## config.mk

```make
export PLATFORM = sky130hd
export DESIGN_NAME = matrix4_multiply
export DESIGN_NICKNAME = d
export VERILOG_FILES = /design/src/rtl/core/m4mul_pkg.sv /design/src/rtl/core/m4mul_ctrl.sv /design/src/rtl/core/m4mul_dp.sv /design/src/rtl/core/matrix4_multiply.sv
export SDC_FILE = /design/constraint.sdc
export NUM_CORES = 2
export LEC_CHECK = 0
export BUFFER_PORTS_ARGS = -buffer_cell sky130_fd_sc_hd__buf_2
export CAP_MARGIN = 20
export CELL_PAD_IN_SITES_DETAIL_PLACEMENT = 2
export CELL_PAD_IN_SITES_GLOBAL_PLACEMENT = 2
export CORE_MARGIN = 3
export CORE_UTILIZATION = 49
export CTS_BUF_LIST = sky130_fd_sc_hd__clkbuf_16
export CTS_CLUSTER_SIZE = 14
export DETAILED_ROUTE_END_ITERATION = 12
export PLACE_DENSITY_LB_ADDON = 0.1
export SLEW_MARGIN = 20
export SYNTH_ARGS = -nofsm -noshare
export SYNTH_HDL_FRONTEND = slang
export SYNTH_SLANG_ARGS = --single-unit
```

## constraint.sdc

```tcl
create_clock -name i_clk -period 13.7 [get_ports i_clk]
set_clock_uncertainty 0.05 [all_clocks]
set_input_delay 2.74 -clock i_clk [delete_from_list [all_inputs] [get_ports i_clk]]
set_output_delay 2.74 -clock i_clk [all_outputs]
set_load 0.03 [all_outputs]
```

## src/rtl/core/m4mul_pkg.sv

```systemverilog
// Shared constants, operation codes and controller/datapath types for the
// 4x4 fixed-point matrix multiplier. No dependencies.
package m4mul_pkg;

    localparam int DIM       = 4;
    localparam int FRAC_BITS = 16;
    localparam int CELLS     = DIM * DIM;
    localparam int K_W       = (DIM > 1) ? $clog2(DIM) : 1;
    localparam int E_W       = $clog2(CELLS);
    localparam int VAL_W     = 32;
    localparam int IDX_W     = 4;
    localparam int PROD_W    = 2 * VAL_W;
    localparam int ACC_W     = PROD_W + K_W;

    typedef enum logic [1:0] {
        OP_WR_A    = 2'd0,
        OP_WR_B    = 2'd1,
        OP_COMPUTE = 2'd2
    } t_op;

    // Commands from the controller to the datapath
    typedef struct packed {
        logic           wr_a;
        logic           wr_b;
        logic [E_W-1:0] wr_idx;
        logic           issue;
        logic           first;
        logic           last_k;
        logic [K_W-1:0] k;
        logic [K_W-1:0] row;
        logic [K_W-1:0] col;
    } t_dp_cmd;

    // Status from the datapath back to the controller
    typedef struct packed {
        logic pipe_active;
    } t_dp_status;

endpackage

```

## src/rtl/core/m4mul_ctrl.sv

```systemverilog
// Controller for the matrix multiplier: decodes words, sequences the
// column/row/k loop of a compute. Depends on m4mul_pkg.
module m4mul_ctrl (
    input  logic                      i_clk,
    input  logic                      i_rst_n,
    input  logic                      start,
    output logic                      busy,
    input  logic [1:0]                i_op,
    input  logic [m4mul_pkg::IDX_W-1:0] i_elem_index,
    input  m4mul_pkg::t_dp_status     i_status,
    output m4mul_pkg::t_dp_cmd        o_cmd
);
    import m4mul_pkg::*;

    typedef enum logic {S_IDLE, S_RUN} t_state;

    localparam logic [K_W-1:0] K_LAST = K_W'(DIM - 1);

    t_state         r_state, n_state;
    logic [K_W-1:0] r_k, n_k;
    logic [K_W-1:0] r_row, n_row;
    logic [K_W-1:0] r_col, n_col;
    logic           accept;
    logic           idx_ok;

    assign busy   = (r_state == S_RUN) || i_status.pipe_active;
    assign accept = start && !busy;
    assign idx_ok = int'(i_elem_index) < CELLS;

    // Decode load words straight into store writes
    always_comb begin
        o_cmd        = '0;
        o_cmd.wr_idx = E_W'(i_elem_index);
        if (accept && idx_ok) begin
            case (i_op)
                OP_WR_A: o_cmd.wr_a = 1'b1;
                OP_WR_B: o_cmd.wr_b = 1'b1;
                default: ;
            endcase
        end
        o_cmd.issue  = (r_state == S_RUN);
        o_cmd.first  = (r_k == '0);
        o_cmd.last_k = (r_k == K_LAST);
        o_cmd.k      = r_k;
        o_cmd.row    = r_row;
        o_cmd.col    = r_col;
    end

    // Advance the loop counters: k innermost, then row, then column
    always_comb begin
        n_state = r_state;
        n_k     = r_k;
        n_row   = r_row;
        n_col   = r_col;
        case (r_state)
            S_IDLE: begin
                if (accept && i_op == OP_COMPUTE) begin
                    n_state = S_RUN;
                    n_k     = '0;
                    n_row   = '0;
                    n_col   = '0;
                end
            end
            S_RUN: begin
                if (r_k == K_LAST) begin
                    n_k = '0;
                    if (r_row == K_LAST) begin
                        n_row = '0;
                        if (r_col == K_LAST) begin
                            n_col   = '0;
                            n_state = S_IDLE;
                        end else begin
                            n_col = r_col + 1'b1;
                        end
                    end else begin
                        n_row = r_row + 1'b1;
                    end
                end else begin
                    n_k = r_k + 1'b1;
                end
            end
            default: n_state = S_IDLE;
        endcase
    end

    // Hold state and counters
    always_ff @(posedge i_clk) begin
        if (!i_rst_n) begin
            r_state <= S_IDLE;
            r_k     <= '0;
            r_row   <= '0;
            r_col   <= '0;
        end else begin
            r_state <= n_state;
            r_k     <= n_k;
            r_row   <= n_row;
            r_col   <= n_col;
        end
    end

    // Final step of the loop returns to idle
    a_run_ends: assert property (@(posedge i_clk) disable iff (!i_rst_n)
        (r_state == S_RUN && r_k == K_LAST && r_row == K_LAST && r_col == K_LAST)
        |=> (r_state == S_IDLE))
        else $error("compute loop did not end after last element");

    // No store write while a compute is sequencing
    a_no_write_in_run: assert property (@(posedge i_clk) disable iff (!i_rst_n)
        (r_state == S_RUN) |-> !(o_cmd.wr_a || o_cmd.wr_b))
        else $error("store write during compute");

endmodule

```

## src/rtl/core/m4mul_dp.sv

```systemverilog
// Datapath for the matrix multiplier: A and B stores, one signed multiplier,
// wide accumulator, shift and saturate. Depends on m4mul_pkg.
module m4mul_dp (
    input  logic                          i_clk,
    input  logic                          i_rst_n,
    input  m4mul_pkg::t_dp_cmd            i_cmd,
    input  logic signed [m4mul_pkg::VAL_W-1:0] i_elem_value,
    output m4mul_pkg::t_dp_status         o_status,
    output logic                          o_valid,
    output logic [m4mul_pkg::IDX_W-1:0]   o_out_index,
    output logic signed [m4mul_pkg::VAL_W-1:0] o_out_value,
    output logic                          o_saturated,
    output logic                          o_last
);
    import m4mul_pkg::*;

    localparam logic [E_W-1:0] POS_LAST = E_W'(CELLS - 1);

    logic signed [VAL_W-1:0]  r_a [CELLS];
    logic signed [VAL_W-1:0]  r_b [CELLS];
    logic [E_W-1:0]           a_addr, b_addr, pos;
    logic signed [VAL_W-1:0]  a_op, b_op;
    logic signed [PROD_W-1:0] n_prod;

    logic signed [PROD_W-1:0] r_prod;
    logic                     r_p_v, r_p_first, r_p_last;
    logic [E_W-1:0]           r_p_pos;

    logic signed [ACC_W-1:0]  r_acc, n_acc, prod_ext;
    logic                     r_a_v;
    logic [E_W-1:0]           r_a_pos;

    logic signed [ACC_W-1:0]  shifted;
    logic [ACC_W-VAL_W:0]     hi_bits;
    logic                     n_sat;
    logic signed [VAL_W-1:0]  n_value;

    // Write the element stores
    always_ff @(posedge i_clk) begin
        if (!i_rst_n) begin
            for (int i = 0; i < CELLS; i++) begin
                r_a[i] <= '0;
                r_b[i] <= '0;
            end
        end else begin
            if (i_cmd.wr_a) r_a[i_cmd.wr_idx] <= i_elem_value;
            if (i_cmd.wr_b) r_b[i_cmd.wr_idx] <= i_elem_value;
        end
    end

    // Select operands A[k][row] and B[col][k], multiply
    assign a_addr = E_W'(int'(i_cmd.k) * DIM + int'(i_cmd.row));
    assign b_addr = E_W'(int'(i_cmd.col) * DIM + int'(i_cmd.k));
    assign pos    = E_W'(int'(i_cmd.col) * DIM + int'(i_cmd.row));
    assign a_op   = r_a[a_addr];
    assign b_op   = r_b[b_addr];
    assign n_prod = a_op * b_op;

    // Product stage
    always_ff @(posedge i_clk) begin
        if (!i_rst_n) begin
            r_p_v <= 1'b0;
        end else begin
            r_p_v <= i_cmd.issue;
        end
        r_prod    <= n_prod;
        r_p_first <= i_cmd.first;
        r_p_last  <= i_cmd.last_k;
        r_p_pos   <= pos;
    end

    // Accumulate products, restart on the first term of each element
    assign prod_ext = {{(ACC_W-PROD_W){r_prod[PROD_W-1]}}, r_prod};
    assign n_acc    = r_p_first ? prod_ext : r_acc + prod_ext;

    always_ff @(posedge i_clk) begin
        if (!i_rst_n) begin
            r_a_v <= 1'b0;
        end else begin
            r_a_v <= r_p_v && r_p_last;
        end
        if (r_p_v) begin
            r_acc   <= n_acc;
            r_a_pos <= r_p_pos;
        end
    end

    // Drop fraction bits, clip to the 32-bit range
    assign shifted = r_acc >>> FRAC_BITS;
    assign hi_bits = shifted[ACC_W-1:VAL_W-1];
    assign n_sat   = !((&hi_bits) || (~|hi_bits));
    assign n_value = n_sat ? (shifted[ACC_W-1] ? {1'b1, {(VAL_W-1){1'b0}}}
                                               : {1'b0, {(VAL_W-1){1'b1}}})
                           : shifted[VAL_W-1:0];

    // Output register
    always_ff @(posedge i_clk) begin
        if (!i_rst_n) begin
            o_valid <= 1'b0;
        end else begin
            o_valid <= r_a_v;
        end
        o_out_index <= IDX_W'(r_a_pos);
        o_out_value <= n_value;
        o_saturated <= n_sat;
        o_last      <= (r_a_pos == POS_LAST);
    end

    assign o_status.pipe_active = r_p_v || r_a_v;

    // A finished sum always shows up on the outputs next cycle
    a_sum_emits: assert property (@(posedge i_clk) disable iff (!i_rst_n)
        r_a_v |=> o_valid)
        else $error("finished sum not emitted");

    // Last marker only on the final position
    a_last_pos: assert property (@(posedge i_clk) disable iff (!i_rst_n)
        (o_valid && o_last) |-> (o_out_index == IDX_W'(CELLS - 1)))
        else $error("last marker on wrong position");

    // Clipped values are the range limits
    a_sat_value: assert property (@(posedge i_clk) disable iff (!i_rst_n)
        (o_valid && o_saturated) |->
        (o_out_value == {1'b0, {(VAL_W-1){1'b1}}} ||
         o_out_value == {1'b1, {(VAL_W-1){1'b0}}}))
        else $error("saturated value is not a range limit");

endmodule

```

## src/rtl/core/matrix4_multiply.sv

```systemverilog
// 4x4 signed Q16.16 matrix multiplier, column-major, R = A * B.
// Load words write one element each. A compute word runs on one shared
// 32x32 multiplier (four products per element); each result passes the
// product, accumulator and output registers; busy holds off new words.
// The receiver cannot stall. Synchronous active-low reset clears both stores.
// Depends on m4mul_pkg, m4mul_ctrl, m4mul_dp.
module matrix4_multiply (
    input  logic                          i_clk,
    input  logic                          i_rst_n,
    input  logic                          start,
    output logic                          busy,
    input  logic [1:0]                    i_op,
    input  logic [m4mul_pkg::IDX_W-1:0]   i_elem_index,
    input  logic signed [m4mul_pkg::VAL_W-1:0] i_elem_value,
    output logic                          o_valid,
    output logic [m4mul_pkg::IDX_W-1:0]   o_out_index,
    output logic signed [m4mul_pkg::VAL_W-1:0] o_out_value,
    output logic                          o_saturated,
    output logic                          o_last
);
    import m4mul_pkg::*;

    t_dp_cmd    cmd;
    t_dp_status status;

    // Sequence words and the compute loop
    m4mul_ctrl u_ctrl (
        .i_clk        (i_clk),
        .i_rst_n      (i_rst_n),
        .start        (start),
        .busy         (busy),
        .i_op         (i_op),
        .i_elem_index (i_elem_index),
        .i_status     (status),
        .o_cmd        (cmd)
    );

    // Stores, multiply-accumulate and result register
    m4mul_dp u_dp (
        .i_clk        (i_clk),
        .i_rst_n      (i_rst_n),
        .i_cmd        (cmd),
        .i_elem_value (i_elem_value),
        .o_status     (status),
        .o_valid      (o_valid),
        .o_out_index  (o_out_index),
        .o_out_value  (o_out_value),
        .o_saturated  (o_saturated),
        .o_last       (o_last)
    );

endmodule
```

==> impl_summary.md <==
Critical path
The kind of start point of the critical path is a register. For flop-to-flop paths, the worst setup slack is 2.67 ns. The critical path's top delay family is adder cells. The slowest stage cell on the critical path is fa_1. The cell type with the highest occurrence count on the critical path is fa_1. STA classifies the critical path endpoint as a register. The worst-path maximum fanout is 32.

The critical path class is reg -> reg. The arrival time at the worst endpoint is 11.70 ns. The number of buffers and inverters on the critical path is 8. The required time of the critical path is 14.37 ns. The largest single stage delay on the critical path is 1.02 ns.

Clock tree
The post-cts sizing count is 0. The clock sink count is 1212. The number of buffers added for setup after CTS is 0. The hold buffer count at CTS is 0. After clock tree synthesis, the clock-pin slew on the worst setup and hold paths is 0.06 ns. The cell sitting at the root of the clock tree is a clkbuf_16.

The clock tree buffer depth is 3. The CTS tree is yes. The insertion delay of the later-clocked pin in the worst-skew pair is 0.82 ns. Buffers inserted during clock tree synthesis total 136. The number of H-tree branching levels is 4.

Global routing
The via count of the first global-routing pass is 72700. The wire length of the first global-routing pass is 508000 um. Entering global routing, the biggest net connects 64 pins.

The overall routing resource usage is 0.363. The initial antenna violation count is 22. The overall overflow remaining after global route is 0.

Synthesis
For this run, the leading register cell type out of synthesis is edfxtp_1. The cell taking the most area after synthesis is edfxtp_1. The synthesized design contains 1094 enable-type register cells.

Yosys printed 0 warnings. The number of nets handed over by synthesis was 9170. The post-synthesis sequential area ratio is 0.386. The average footprint of a synthesized cell is 11.7 sq um.

The portion of synthesized cell area occupied by the leading cell type is 0.360. After synthesis, the share of flip-flops with an asynchronous set or reset is 0. In this run, distinct cell masters in the synthesized netlist total 96. Ranked by total cell area, the synthesized netlist is headed by edfxtp_1 36%, fa_1 24%, and2_1 7.5%.

Summing every instance area after synthesis gives 91200 sq um. The register bit count reported by yosys is 1212. Synthesis produced 7793 cells.

Outcome
The flow ran to the end, and the final reports show no timing, DRC or antenna violations.

Placement
The count of buffers added on input and output ports is 80. The HPWL after detailed placement is 229000 um. Routability-driven placement finished with a final weighted congestion of 0.864.

STA
The minimum clock period is 11.03 ns. The fmax is 90.7 MHz. The max-slew violation count is 0. The count of final hold-check violations is 0. Setup repair after global routing left no endpoint under its margin. Dividing the final minimum period by the clock period gives 0.805. Headroom to the max-slew limit came out at 0.207. For the pin with the worst max-slew slack, the measured transition is 1.19 ns. The setup violation total in the final timing report is 0. Adding up every negative setup slack in the final design gives 0 ns.

Drt
The total number of vias is 62800. The average routed wire per standard cell is 33.8 um. The total detailed-routing wirelength is 345000 um. For this run, the detailed router's first-pass iteration total came to 5. In the routed design, unresolved DRC markers number 0. Once detail routing completed, the nets flagged for antenna violations numbered 0. The post-detailed-route via-to-cell ratio is 6.14. For this block, the initial DRC count from the detailed router was 5908.

Run
The number of max-capacitance violations reported is 0.

Die
The total core area is 184000 sq um. The count of pins on the block boundary is 81. The die covers 191000 sq um. The die is 437 um wide. The y dimension of the die is 437 um. The initial core utilization is 0.495. In this run the core area contains 157 standard-cell rows.

Min path
The class of the most critical hold timing path is reg -> reg.

Layout
The number of nets in the layout is 9021. The layout-stage area growth over the synthesis result is 8.48%. Leaving out fill and tap cells, the most frequent cell in the layout is edfxtp_1. Leaving out fill and tap cells, the most frequent cells in the layout are 1094 x edfxtp_1, 1088 x and2_1, 1085 x inv_1. The fraction of final layout cells with drive strength greater than 1 is 0.110.
==> cells by family (layout without fill, tap and decap cells) <==
group                    after synthesis  count (layout)  share of synthesized area
XOR/XNOR                             121             121                     0.0116
buffers and inverters               1565            1521                     0.0660
other                                  0              10                          0
AO/OA/AOI/OAI                        618             618                     0.0435
flip-flops                          1212            1212                      0.386
adder cells (fa/ha/maj)             1336            1336                      0.273
multiplexers                         327             327                     0.0745
AND/OR/NAND/NOR                     2614            2614                      0.146
==> stage by stage <==
step	instance area [sq um]	utilization	setup WS, ns	hold WS (ns)	instances
6_report	98900	0.537	2.67	0.357	10200
5_1_grt	98900	0.537	2.22	0.372	10200
4_1_cts	98800	0.537	2.71	0.334	10200
3_5_place_dp	94400	0.513	2.81	0.308	9968
3_3_place_gp	94400	0.513	3.28	0.325	9968
2_1_floorplan	91200	-	4.40	0.290	7793
==> flip-flops by register name (all words and copies together) (netlist names) <==
signal,flops
u_ctrl.r_col,2
u_ctrl.r_k,2
u_ctrl.r_row,2
u_ctrl.r_state,1
u_dp.o_last,1
u_dp.o_out_index,4
u_dp.o_out_value,32
u_dp.o_saturated,1
u_dp.o_valid,1
u_dp.r_a,512
u_dp.r_a_pos,4
u_dp.r_a_v,1
u_dp.r_acc,66
u_dp.r_b,512
u_dp.r_p_first,1
u_dp.r_p_last,1
u_dp.r_p_pos,4
u_dp.r_p_v,1
u_dp.r_prod,64
==> cell type report <==
cell class	instances	area, sq um
flip-flops and latches	1212	35200
inverters	1055	3960
clock inverters	103	931
repair buffers	223	1530
fillers	17400	85200
well taps	2464	3080
diodes	10	25.0
clock buffers	140	3500
multi-input cells	5016	50600
==> metal layers <==
metal	GRT usage	vias to the layer above	share of wire
li1	-	25000	-
met1	0.460	34100	0.38
met2	0.622	2958	0.50
met3	0.0590	778	0.072
met4	0.152	10	0.044
met5	0	-	0.00021
==> cell usage after synthesis, types with 20 or more instances <==
cell type / instances
edfxtp_1: 1094
and2_1: 1088
fa_1: 1083
inv_1: 1051
nand2_1: 759
nor2_1: 476
clkbuf_1: 413
mux4_2: 278
ha_1: 253
o21ai_0: 155
a21oi_1: 131
dfxtp_1: 118
a21o_1: 102
xnor2_1: 78
nor2b_1: 77
buf_2: 54
nand3_1: 50
o21a_1: 49
xor2_1: 43
o21ai_1: 39
nand2b_1: 38
nor3_1: 31
buf_1: 30
mux2_2: 25
o21bai_1: 24
mux2i_1: 23
nand4_1: 23
a31oi_1: 20
==> worst paths after layout <==
check | from | end | cells past startpoint
min | u_dp.r_a_pos[3]$_DFFE_PP_ | u_dp.o_out_index[3]$_DFF_P_ | 0
min reg2reg | u_dp.r_a_pos[3]$_DFFE_PP_ | u_dp.o_out_index[3]$_DFF_P_ | 0
max reg2reg | u_ctrl.r_row[0]$_SDFFE_PN0P_ | u_dp.r_prod[60]$_DFF_P_ | 29
max | u_ctrl.r_row[0]$_SDFFE_PN0P_ | u_dp.r_prod[60]$_DFF_P_ | 29
Power is not shown: default switching activity piles up to over one toggle a cycle in this logic, so the estimate is an artifact.
